<file path="src/sv/tfp_pkg.sv">
package tfp_pkg;

    localparam int ByteW     = 8;
    localparam int CfgIndexW = 3;
    localparam int CfgDataW  = 8;

    localparam logic [ByteW-1:0] VersionMask = 8'hf8;
    localparam logic [ByteW-1:0] CrcPoly     = 8'h07;
    localparam logic [ByteW-1:0] MaxPayload  = 8'hff;

    localparam logic [4:0] HdrLenShort = 5'd8;
    localparam logic [4:0] HdrLenLong  = 5'd10;

    localparam logic [CfgIndexW-1:0] CFG_SYNC_VALUE  = 3'd0;
    localparam logic [CfgIndexW-1:0] CFG_VERSION     = 3'd1;
    localparam logic [CfgIndexW-1:0] CFG_INSTANCE_EN = 3'd2;
    localparam logic [CfgIndexW-1:0] CFG_ACK_TYPE    = 3'd3;

    localparam logic [ByteW-1:0] SyncReset    = 8'h3c;
    localparam logic [ByteW-1:0] VersionReset = 8'h20;
    localparam logic [ByteW-1:0] AckTypeReset = 8'h22;

    typedef enum logic [2:0] {
        PH_SYNC = 3'd0,
        PH_TYPE = 3'd1,
        PH_LEN  = 3'd2,
        PH_OBJ  = 3'd3,
        PH_INST = 3'd4,
        PH_DATA = 3'd5,
        PH_CRC  = 3'd6
    } phase_t;

    typedef enum logic [2:0] {
        ST_IGNORED = 3'd0,
        ST_HEADER  = 3'd1,
        ST_PAYLOAD = 3'd2,
        ST_GOOD    = 3'd3,
        ST_BADCRC  = 3'd4,
        ST_REJECT  = 3'd5
    } status_t;

    typedef struct packed {
        logic [ByteW-1:0] sync_value;
        logic [ByteW-1:0] version_value;
        logic             instance_id_present;
        logic [ByteW-1:0] ack_request_type;
    } cfg_t;

    typedef struct packed {
        status_t          status;
        logic [ByteW-1:0] payload_byte;
        logic [ByteW-1:0] payload_index;
        logic [7:0]       message_type;
        logic [31:0]      object_id;
        logic [15:0]      instance_id;
        logic [15:0]      frame_length;
        logic             ack_request;
    } result_t;

    function automatic logic [ByteW-1:0] crc8_step(input logic [ByteW-1:0] crc,
                                                   input logic [ByteW-1:0] b);
        logic [ByteW-1:0] v;
        v = crc ^ b;
        for (int i = 0; i < ByteW; i++)
        begin
            if (v[ByteW-1])
            begin
                v = {v[ByteW-2:0], 1'b0} ^ CrcPoly;
            end
            else
            begin
                v = {v[ByteW-2:0], 1'b0};
            end
        end
        return v;
    endfunction

endpackage

</file>
<file path="src/sv/tfp_cfg_regs.sv">
module tfp_cfg_regs
    import tfp_pkg::*;
(
    input  logic                 clk,
    input  logic                 rst_n,
    input  logic                 cfg_we,
    input  logic [CfgIndexW-1:0] cfg_index,
    input  logic [CfgDataW-1:0]  cfg_data,
    output cfg_t                 cfg
);

    cfg_t cfg_reg;
    cfg_t cfg_next;

    always_comb
    begin
        cfg_next = cfg_reg;
        if (cfg_we)
        begin
            case (cfg_index)
                CFG_SYNC_VALUE:  cfg_next.sync_value          = cfg_data;
                CFG_VERSION:     cfg_next.version_value       = cfg_data;
                CFG_INSTANCE_EN: cfg_next.instance_id_present = cfg_data[0];
                CFG_ACK_TYPE:    cfg_next.ack_request_type    = cfg_data;
                default:         cfg_next = cfg_reg;
            endcase
        end
    end

    always_ff @(posedge clk or negedge rst_n)
    begin
        if (!rst_n)
        begin
            cfg_reg.sync_value          <= SyncReset;
            cfg_reg.version_value       <= VersionReset;
            cfg_reg.instance_id_present <= 1'b0;
            cfg_reg.ack_request_type    <= AckTypeReset;
        end
        else
        begin
            cfg_reg <= cfg_next;
        end
    end

    assign cfg = cfg_reg;

endmodule

</file>
<file path="src/sv/tfp_deframer.sv">
module tfp_deframer
    import tfp_pkg::*;
(
    input  logic             clk,
    input  logic             rst_n,
    input  logic             advance,
    input  logic [ByteW-1:0] rx_byte,
    input  cfg_t             cfg,
    output result_t          res
);

    phase_t           phase_reg,    phase_next;
    logic [ByteW-1:0] crc_reg,      crc_next;
    logic [ByteW-1:0] count_reg,    count_next;
    logic [15:0]      length_reg,   length_next;
    logic [7:0]       type_reg,     type_next;
    logic [31:0]      object_reg,   object_next;
    logic [15:0]      instance_reg, instance_next;

    logic [4:0]       hdr_len;
    logic [15:0]      hdr_len_w;
    logic [15:0]      len_new;
    logic [15:0]      plen_raw;
    logic [ByteW-1:0] plen;
    logic [ByteW-1:0] count_inc;
    logic [ByteW-1:0] crc_upd;
    phase_t           after_header;
    logic             version_ok;
    logic             length_bad;

    assign hdr_len    = cfg.instance_id_present ? HdrLenLong : HdrLenShort;
    assign hdr_len_w  = {11'd0, hdr_len};
    assign len_new    = {rx_byte, length_reg[7:0]};
    assign count_inc  = count_reg + 8'd1;
    assign crc_upd    = crc8_step(crc_reg, rx_byte);
    assign version_ok = ((rx_byte & VersionMask) == cfg.version_value);
    assign length_bad = (len_new < hdr_len_w) || (len_new > (hdr_len_w + 16'd255));
    assign after_header = (length_reg <= hdr_len_w) ? PH_CRC : PH_DATA;
    assign plen_raw   = (length_reg > hdr_len_w) ? (length_reg - hdr_len_w) : 16'd0;
    assign plen       = (plen_raw > {8'd0, MaxPayload}) ? MaxPayload : plen_raw[ByteW-1:0];

    // next state
    always_comb
    begin
        phase_next    = phase_reg;
        crc_next      = crc_reg;
        count_next    = count_reg;
        length_next   = length_reg;
        type_next     = type_reg;
        object_next   = object_reg;
        instance_next = instance_reg;
        case (phase_reg)
            PH_SYNC:
            begin
                if (rx_byte == cfg.sync_value)
                begin
                    crc_next      = crc8_step(8'd0, rx_byte);
                    type_next     = 8'd0;
                    length_next   = 16'd0;
                    object_next   = 32'd0;
                    instance_next = 16'd0;
                    phase_next    = PH_TYPE;
                end
            end
            PH_TYPE:
            begin
                if (!version_ok)
                begin
                    phase_next = PH_SYNC;
                end
                else
                begin
                    crc_next   = crc_upd;
                    type_next  = rx_byte;
                    count_next = 8'd0;
                    phase_next = PH_LEN;
                end
            end
            PH_LEN:
            begin
                crc_next = crc_upd;
                if (count_reg == 8'd0)
                begin
                    length_next = {length_reg[15:8], rx_byte};
                    count_next  = 8'd1;
                end
                else
                begin
                    length_next = len_new;
                    count_next  = 8'd0;
                    phase_next  = length_bad ? PH_SYNC : PH_OBJ;
                end
            end
            PH_OBJ:
            begin
                crc_next   = crc_upd;
                count_next = count_inc;
                case (count_reg[1:0])
                    2'd0:    object_next[7:0]   = object_reg[7:0]   | rx_byte;
                    2'd1:    object_next[15:8]  = object_reg[15:8]  | rx_byte;
                    2'd2:    object_next[23:16] = object_reg[23:16] | rx_byte;
                    default: object_next[31:24] = object_reg[31:24] | rx_byte;
                endcase
                if (count_inc >= 8'd4)
                begin
                    count_next = 8'd0;
                    phase_next = cfg.instance_id_present ? PH_INST : after_header;
                end
            end
            PH_INST:
            begin
                crc_next   = crc_upd;
                count_next = count_inc;
                if (count_reg[0])
                begin
                    instance_next[15:8] = instance_reg[15:8] | rx_byte;
                end
                else
                begin
                    instance_next[7:0] = instance_reg[7:0] | rx_byte;
                end
                if (count_inc >= 8'd2)
                begin
                    count_next = 8'd0;
                    phase_next = after_header;
                end
            end
            PH_DATA:
            begin
                crc_next   = crc_upd;
                count_next = count_inc;
                if (count_inc >= plen)
                begin
                    count_next = 8'd0;
                    phase_next = PH_CRC;
                end
            end
            default:
            begin
                count_next = 8'd0;
                phase_next = PH_SYNC;
            end
        endcase
    end

    // result for this beat
    always_comb
    begin
        res               = '0;
        res.status        = ST_IGNORED;
        res.message_type  = type_next;
        res.object_id     = object_next;
        res.instance_id   = instance_next;
        res.frame_length  = length_next;
        case (phase_reg)
            PH_SYNC:
            begin
                if (rx_byte == cfg.sync_value)
                begin
                    res.status = ST_HEADER;
                end
            end
            PH_TYPE:
            begin
                res.status = version_ok ? ST_HEADER : ST_REJECT;
            end
            PH_LEN:
            begin
                if (count_reg != 8'd0 && length_bad)
                begin
                    res.status = ST_REJECT;
                end
                else
                begin
                    res.status = ST_HEADER;
                end
            end
            PH_OBJ, PH_INST:
            begin
                res.status = ST_HEADER;
            end
            PH_DATA:
            begin
                res.status        = ST_PAYLOAD;
                res.payload_byte  = rx_byte;
                res.payload_index = count_reg;
            end
            default:
            begin
                if (rx_byte == crc_reg)
                begin
                    res.status      = ST_GOOD;
                    res.ack_request = (type_reg == cfg.ack_request_type);
                end
                else
                begin
                    res.status = ST_BADCRC;
                end
            end
        endcase
    end

    always_ff @(posedge clk or negedge rst_n)
    begin
        if (!rst_n)
        begin
            phase_reg    <= PH_SYNC;
            crc_reg      <= 8'd0;
            count_reg    <= 8'd0;
            length_reg   <= 16'd0;
            type_reg     <= 8'd0;
            object_reg   <= 32'd0;
            instance_reg <= 16'd0;
        end
        else if (advance)
        begin
            phase_reg    <= phase_next;
            crc_reg      <= crc_next;
            count_reg    <= count_next;
            length_reg   <= length_next;
            type_reg     <= type_next;
            object_reg   <= object_next;
            instance_reg <= instance_next;
        end
    end

endmodule

</file>
<file path="src/sv/telemetry_frame_parser_crc8.sv">
// channel | signals                     | beat
// --------+-----------------------------+------------------------------------
// in      | in_valid, in_stall, rx_byte | one received byte
// out     | out_valid, out_stall, ...   | one result per byte
// cfg     | cfg_we, cfg_index, cfg_data | one register write
//
// one byte per cycle sustained while out_stall is low; each byte is taken into the input
// register, then parse logic and crc step write its result into the result register
// async active-low reset returns the parser to sync hunting with config registers at defaults
// out_stall holds the result register; the input register still fills, and
// in_stall rises only when both registers hold beats
module telemetry_frame_parser_crc8
    import tfp_pkg::*;
(
    input  logic                 clk,
    input  logic                 rst_n,
    input  logic                 in_valid,
    output logic                 in_stall,
    input  logic [7:0]           rx_byte,
    output logic                 out_valid,
    input  logic                 out_stall,
    output logic [2:0]           status,
    output logic [7:0]           payload_byte,
    output logic [7:0]           payload_index,
    output logic [7:0]           message_type,
    output logic [31:0]          object_id,
    output logic [15:0]          instance_id,
    output logic [15:0]          frame_length,
    output logic                 ack_request,
    input  logic                 cfg_we,
    input  logic [CfgIndexW-1:0] cfg_index,
    input  logic [CfgDataW-1:0]  cfg_data
);

    cfg_t             cfg;
    result_t          res;
    result_t          res_reg;
    logic             in_valid_reg, in_valid_next;
    logic [ByteW-1:0] in_byte_reg;
    logic             out_valid_reg, out_valid_next;
    logic             advance;
    logic             in_take;

    tfp_cfg_regs u_cfg (
        .clk       (clk),
        .rst_n     (rst_n),
        .cfg_we    (cfg_we),
        .cfg_index (cfg_index),
        .cfg_data  (cfg_data),
        .cfg       (cfg)
    );

    tfp_deframer u_deframer (
        .clk     (clk),
        .rst_n   (rst_n),
        .advance (advance),
        .rx_byte (in_byte_reg),
        .cfg     (cfg),
        .res     (res)
    );

    assign advance  = in_valid_reg && (!out_valid_reg || !out_stall);
    assign in_stall = in_valid_reg && !advance;
    assign in_take  = in_valid && !in_stall;

    always_comb
    begin
        in_valid_next = in_valid_reg;
        if (in_take)
        begin
            in_valid_next = 1'b1;
        end
        else if (advance)
        begin
            in_valid_next = 1'b0;
        end
    end

    always_comb
    begin
        out_valid_next = out_valid_reg;
        if (advance)
        begin
            out_valid_next = 1'b1;
        end
        else if (!out_stall)
        begin
            out_valid_next = 1'b0;
        end
    end

    always_ff @(posedge clk or negedge rst_n)
    begin
        if (!rst_n)
        begin
            in_valid_reg  <= 1'b0;
            out_valid_reg <= 1'b0;
        end
        else
        begin
            in_valid_reg  <= in_valid_next;
            out_valid_reg <= out_valid_next;
        end
    end

    always_ff @(posedge clk)
    begin
        if (in_take)
        begin
            in_byte_reg <= rx_byte;
        end
        if (advance)
        begin
            res_reg <= res;
        end
    end

    assign out_valid     = out_valid_reg;
    assign status        = res_reg.status;
    assign payload_byte  = res_reg.payload_byte;
    assign payload_index = res_reg.payload_index;
    assign message_type  = res_reg.message_type;
    assign object_id     = res_reg.object_id;
    assign instance_id   = res_reg.instance_id;
    assign frame_length  = res_reg.frame_length;
    assign ack_request   = res_reg.ack_request;

endmodule

</file>
<file path="config.mk">
export PLATFORM = sky130hd
export DESIGN_NAME = telemetry_frame_parser_crc8
export DESIGN_NICKNAME = d
export VERILOG_FILES = /design/src/sv/tfp_pkg.sv /design/src/sv/tfp_cfg_regs.sv /design/src/sv/tfp_deframer.sv /design/src/sv/telemetry_frame_parser_crc8.sv
export SDC_FILE = /design/constraint.sdc
export NUM_CORES = 1
export LEC_CHECK = 0
export ABC_AREA = 0
export BUFFER_PORTS_ARGS = -buffer_cell sky130_fd_sc_hd__buf_2
export CAP_MARGIN = 20
export CORE_MARGIN = 3
export CORE_UTILIZATION = 25
export DETAILED_ROUTE_END_ITERATION = 8
export HOLD_SLACK_MARGIN = 0.02
export PLACE_DENSITY = 0.41
export SLEW_MARGIN = 20
export SYNTH_ARGS = -nofsm -noshare
export SYNTH_HDL_FRONTEND = slang
export SYNTH_SLANG_ARGS = --single-unit
</file>
<file path="constraint.sdc">
create_clock -name clk -period 10.9 [get_ports clk]
set_input_delay 1.635 -clock clk [delete_from_list [all_inputs] [get_ports clk]]
set_output_delay 1.635 -clock clk [all_outputs]
set_load 0.05 [all_outputs]
</file>
# ---- After elaboration in Yosys (flattened, before gate mapping)
# Cells that the tools add are included.
dict set report op_classes {
  add_sub_neg 3
  magnitude_cmp 8
  n_eq_ne 21
  mux 77
  n_bitwise 25
  n_reduce_logical 28
}
# cell n
set ops {}
lappend ops {{$mux 8} 29}
lappend ops {{$mux 3} 25}
lappend ops {{$mux 16} 4}
lappend ops {{$pmux 16 s2} 2}
lappend ops {{$pmux 32 s2} 1}
lappend ops {{$not 3->3} 16}
lappend ops {{$or 8x8->8} 6}
lappend ops {{$pmux 8 s6} 1}
lappend ops {{$eq 8x8->1} 4}
lappend ops {{$mux 32} 1}
lappend ops {{$pmux 8 s3} 1}
lappend ops {{$pmux 3 s6} 1}
lappend ops {{$gt 16x5->1} 1}
lappend ops {{$gt 16x8->1 const B} 1}
lappend ops {{$gt 16x9->1} 1}
lappend ops {{$le 16x5->1} 1}
lappend ops {{$lt 16x4->1} 1}
lappend ops {{$pmux 8 s2} 1}
lappend ops {{$sub 16x5->16} 1}
lappend ops {{$pmux 3 s5} 1}
lappend ops {{$eq 3x2->1 const B} 4}
lappend ops {{$ne 2x1->1 const B} 6}
lappend ops {{$add 5x8->9 const B} 1}
lappend ops {{$add 8x1->8 const B} 1}
lappend ops {{29 further kinds} 51}
dict set report totals {
  reg_bits 218
  input_bits 24
  output_inout_bits 94
  word_cells 184
}

# ---- Depth between registers and ports, before layout
dict set report depth {
  word_depth 32
  mapped_depth 16
  ltp_nobuf 16
}

# ---- By module
# From an unflattened synthesis, not the netlist that was laid out.
dict set report unflattened {
  cells_unflattened 863
  area_unflattened_um2 10521.3
}
# module instances cells_each area_each_um2
set modules_own_cells {}
lappend modules_own_cells {tfp_deframer 1 700 6452.4}
lappend modules_own_cells {telemetry_frame_parser_crc8 1 108 3095.5}
lappend modules_own_cells {tfp_cfg_regs 1 55 973.4}

# ---- Worst setup path after synthesis
# No wires, ideal clock.
dict set report synth_timing {
  path_kind {input to register}
  startpoint {input port out_stall}
  endpoint {register u_deframer.count_reg[2]}
  arrival_time_ps 5819
  required_ps 10782
  setup_slack_ps 4963
  path_stages 7
  n_path_buf 1
  path_cell_list {nand2_1 > nand2_2 > inv_1 > buf_1 > nand2_1 > o21bai_1 > a21o_1}
}
dict set report synth_via {
  elab_chain_cells 4
}
# element line_no
set synth_lines {}
lappend synth_lines {{from (decl)} telemetry_frame_parser_crc8.sv:21} ;# input logic out_stall,
lappend synth_lines {{$logic_not 1->1} n/a}
lappend synth_lines {{$logic_or 1x1->1} telemetry_frame_parser_crc8.sv:62} ;# assign advance = in_valid_reg && (!out_valid_reg || !out_stall);
lappend synth_lines {{$logic_and 1x1->1} telemetry_frame_parser_crc8.sv:62}
lappend synth_lines {{net advance} telemetry_frame_parser_crc8.sv:41} ;# logic advance;
lappend synth_lines {{$reduce_and 3->1 (no source line)} n/a}
lappend synth_lines {{to (signal assigned)} tfp_deframer.sv:219} ;# count_reg <= count_next;
lappend synth_lines {{to (decl)} tfp_deframer.sv:14} ;# logic [ByteW-1:0] count_reg, count_next;
# The timed path passes the listed nets, and every way through them passes these cells.
# A chain may end at the register's enable or synchronous reset.

# ---- Worst setup path after layout
dict set report layout_timing {
  startpoint {register u_cfg.cfg_reg (netlist bit u_cfg.cfg[8])}
  endpoint {register u_deframer.phase_reg[0]}
}
dict set report layout_via {
  elab_chain_cells 8
  word_cells_on_any_way 21
  cone_classes {2 x add/sub; 6 x order compare; 1 x eq/ne; 10 x mux; 2 x reduce/logical}
}
# element line_no
set layout_lines {}
lappend layout_lines {{from (decl)} tfp_cfg_regs.sv:12} ;# cfg_t cfg_reg;
lappend layout_lines {{from (signal assigned)} tfp_cfg_regs.sv:41} ;# cfg_reg <= cfg_next;
lappend layout_lines {{$mux 2} tfp_deframer.sv:31} ;# assign hdr_len = cfg.instance_id_present ? HdrLenLong : HdrLenShort;
lappend layout_lines {{$sub 16x5->16 / $gt 16x5->1 (equally long branches)} tfp_deframer.sv:39} ;# assign plen_raw = (length_reg > hdr_len_w) ? (length_reg - hdr_len_w) : 16'd0;
lappend layout_lines {{$mux 16} tfp_deframer.sv:39}
lappend layout_lines {{$gt 16x8->1} tfp_deframer.sv:40} ;# assign plen = (plen_raw > {8'd0, MaxPayload}) ? MaxPayload : plen_raw[ByteW-1:0];
lappend layout_lines {{$mux 8} tfp_deframer.sv:40}
lappend layout_lines {{$ge 8x8->1} tfp_deframer.sv:132} ;# if (count_inc >= plen)
lappend layout_lines {{$ne 2x1->1 (no source line)} n/a}
lappend layout_lines {{$reduce_and 6->1 (no source line)} n/a}
lappend layout_lines {{to (signal assigned)} tfp_deframer.sv:217} ;# phase_reg <= phase_next;
lappend layout_lines {{to (decl)} tfp_deframer.sv:12} ;# phase_t phase_reg, phase_next;
# Parallel ways exist; a longest one is shown, timed or not. The select of a mux whose other input is x is not followed.

==> results.cfg <==
[placement]
placed_cells = 1489
portBuffers = 117
hpwl_mm = 19.4
gp_congestion = 0.797

[global_route]
grt_pass1_wl_mm = 45.6
gr-total-overflow = 0
grt_pass1_vias = 7356
antenna_found_initial = 0
grt_use_total_pct = 13.2
grt_max_degree = 98

[layout]
fin_nets = 1043
stdcell_count = 1538
drive_above_1_share_pct = 22.2
area_growth_pct = 18.9
final_common_cell = buf_2
diodes = 0
final_cell_mix = buf_2, dfrtp_1, edfxtp_1

[synthesis]
synth.area.top_cells = edfxtp_1, dfrtp_1, a22o_1
synthSimpleGateAreaFrac_pct = 11.3
ys_seq_elements = 218
syn_area_per_cell_um2 = 11.5
synth_xor_area_share_pct = 5.26
netlist_instances = 896
yosysTopAreaCell = edfxtp_1
synth_top_family_by_area = compound AO/OA/AOI/OAI gates
synthAdderAreaFrac_pct = 3.15
synth_compound_area_share_pct = 16.0
synthArstFlopShare_pct = 54.1
synth_nets = 946
synth_seq_area_share_pct = 57.8
synthFlopType = dfrtp_1
syn_area_mm2 = 0.0103
synth_top_area_share_pct = 29.1
synth_edf_count = 100
yosys_warnings = 0
synth_mux_area_share_pct = 2.97
ys_types = 71

[sta]
fmaxAchievable_ghz = 0.232
period_minus_slack_ns = 4.32
fin_tns_setup_ns = 0
setup_viol = 0
rsz0062_at_grt = false
period_share_pct = 39.6
drv_slew = 0
fin_skew_ns = 0.0106
worst_slew_pin_slew_ns = 1.08
slew-limit-headroom_pct = 27.9
finalHoldViolCount = 0

[die]
die_w_um = 209
core_area_mm2 = 0.0403
num_rows = 73
start_util_pct = 25.6
io_pins = 118
die_h_um = 209
dieArea_mm2 = 0.0438

[route]
wl_mm = 29.2
wire_per_inst_um = 19.0
drt_iter0_drc = 475
via_per_inst = 4.71
drtAntennaViolNets = 0
via_count = 7245
dr.pass1.iters = 5
drc_errors = 0

[clock_tree]
clkTransAtPathRegs_ns = 0.06
hold_buffers = 0
cts_tree = done
post_cts_resized = 0
cts_root_buf = clkbuf_16
htree_levels = 1
insertion_delay_ns = 0.54
numCtsBuffers = 27
cts_sinks = 218
clock_path_buffers = 3
cts_setup_buffers = 0

[setup_path]
cp-start-kind = register
worstSetupPathType = register to register
crit_arrival_ns = 4.74
cp-end-kind = register
cp_data_required_time_ns = 11.32
cp_max_fo = 8

[pwr]
p_total_mw = 2.74
comb_power_share_pct = 29.0
power.share.clock_pct = 31.1
powerDensity_mw_per_mm2 = 223
p_int_mw = 1.78
sw_frac_of_total_pct = 35.1
switching_power_mw = 0.961
seqPwrFrac_pct = 39.9
p_leak_nw = 5.18
vdd_drop_max_mv = 0.0896

[min_path]
holdCritPathClass = register to register

[outcome]
status = finished, final reports clean

[job]
maxCapViolations = 0
==> cell families (layout without fill, tap and decap cells) <==
group	count (synthesis)	in the layout
xor gates and xnor gates	62	62
DFF	218	218
AOI/OAI and AO/OA	233	233
and+or+nand+nor	246	246
adders and majority gates	26	26
buffers and inverters	84	201
muxes	27	27
==> cells in the mapped netlist, types with 8 or more instances <==
library cell  count
dfrtp_1         111
edfxtp_1        100
nand2_1          85
nor2_1           80
a21oi_1          67
a22o_1           52
o31ai_1          51
xnor2_1          49
clkbuf_1         43
ha_1             26
mux2_2           25
inv_1            19
o21ai_0          17
and3_1           14
xor2_1           13
buf_2            11
nand3_1          11
a21o_1            9
nand4_1           8
nor3_1            8
==> path summary, 6_finish.rpt <==
check / start / endpoint / slack (ns) / depth (start not counted)
max in group asynchronous: rst_n / u_deframer.length_reg[0]$_DFFE_PN0P_ / 8.63 / 3
worst max register to register: u_cfg.cfg[8]$_DFFE_PN0P_ / u_deframer.phase_reg[0]$_DFFE_PN0P_ / 6.58 / 15
worst min-delay path: u_deframer.object_reg[23]$_DFFE_PN0P_ / u_deframer.object_reg[23]$_DFFE_PN0P_ / 0.48 / 2
worst max-delay path: u_cfg.cfg[8]$_DFFE_PN0P_ / u_deframer.phase_reg[0]$_DFFE_PN0P_ / 6.58 / 15
min in group asynchronous: rst_n / u_cfg.cfg[2]$_DFFE_PN0P_ / 1.10 / 1
worst min register to register: u_deframer.object_reg[23]$_DFFE_PN0P_ / u_deframer.object_reg[23]$_DFFE_PN0P_ / 0.48 / 2
==> routing by layer <==
metal	global-route usage [%]	routed length [um]
met1	19.1	14300
met2	20.8	13200
met3	1.70	1100
met4	3.76	614
met5	0	0
==> power by group through the flow <==
stage	sequential, mW	combinational, mW	clock (mW)
finish	1.09	0.795	0.853
global route	1.11	0.888	0.918
CTS	1.10	0.803	0.886
detailed placement	1.11	0.799	0
global placement	1.11	0.795	0
floorplan	1.24	0.470	0
==> per-stage QoR <==
| stage | setup WS [ns] | instance area, um^2 | hold WS (ns) | utilization (%) |
|---|---|---|---|---|
| after floorplan | 4.96 | 10300 | 0.449 | - |
| after global placement | 6.66 | 11400 | 0.460 | 28.3 |
| after detailed placement | 6.59 | 11400 | 0.467 | 28.4 |
| after CTS | 6.58 | 12300 | 0.480 | 30.5 |
| after global routing | 6.15 | 12300 | 0.492 | 30.5 |
| final | 6.58 | 12300 | 0.475 | 30.5 |
==> worst max-delay path: stages, from the launching register on <==
cell,delay [ns]
dfrtp_1,0.44
ha_1,0.25
ha_1,0.22
nor2b_1,0.25
a31oi_1,0.12
o22a_2,0.24
o32a_2,0.20
nor4_4,0.44
a21o_1,0.19
ha_1,0.22
o211ai_1,0.15
a21oi_1,0.06
o41ai_1,0.59
a22o_1,0.36
nor4b_1,0.12
mux2_4,0.34
==> area by class of cell <==
class | count | area, um^2
well taps | 525 | 657
clock buffers | 37 | 753
fillers | 4111 | 28000
multi-input cells | 594 | 4010
repair buffers | 133 | 728
flip-flops and latches | 218 | 5960
inverters | 19 | 73.8
clock inverters | 12 | 90.1
Power figures use the tool's default switching activity.
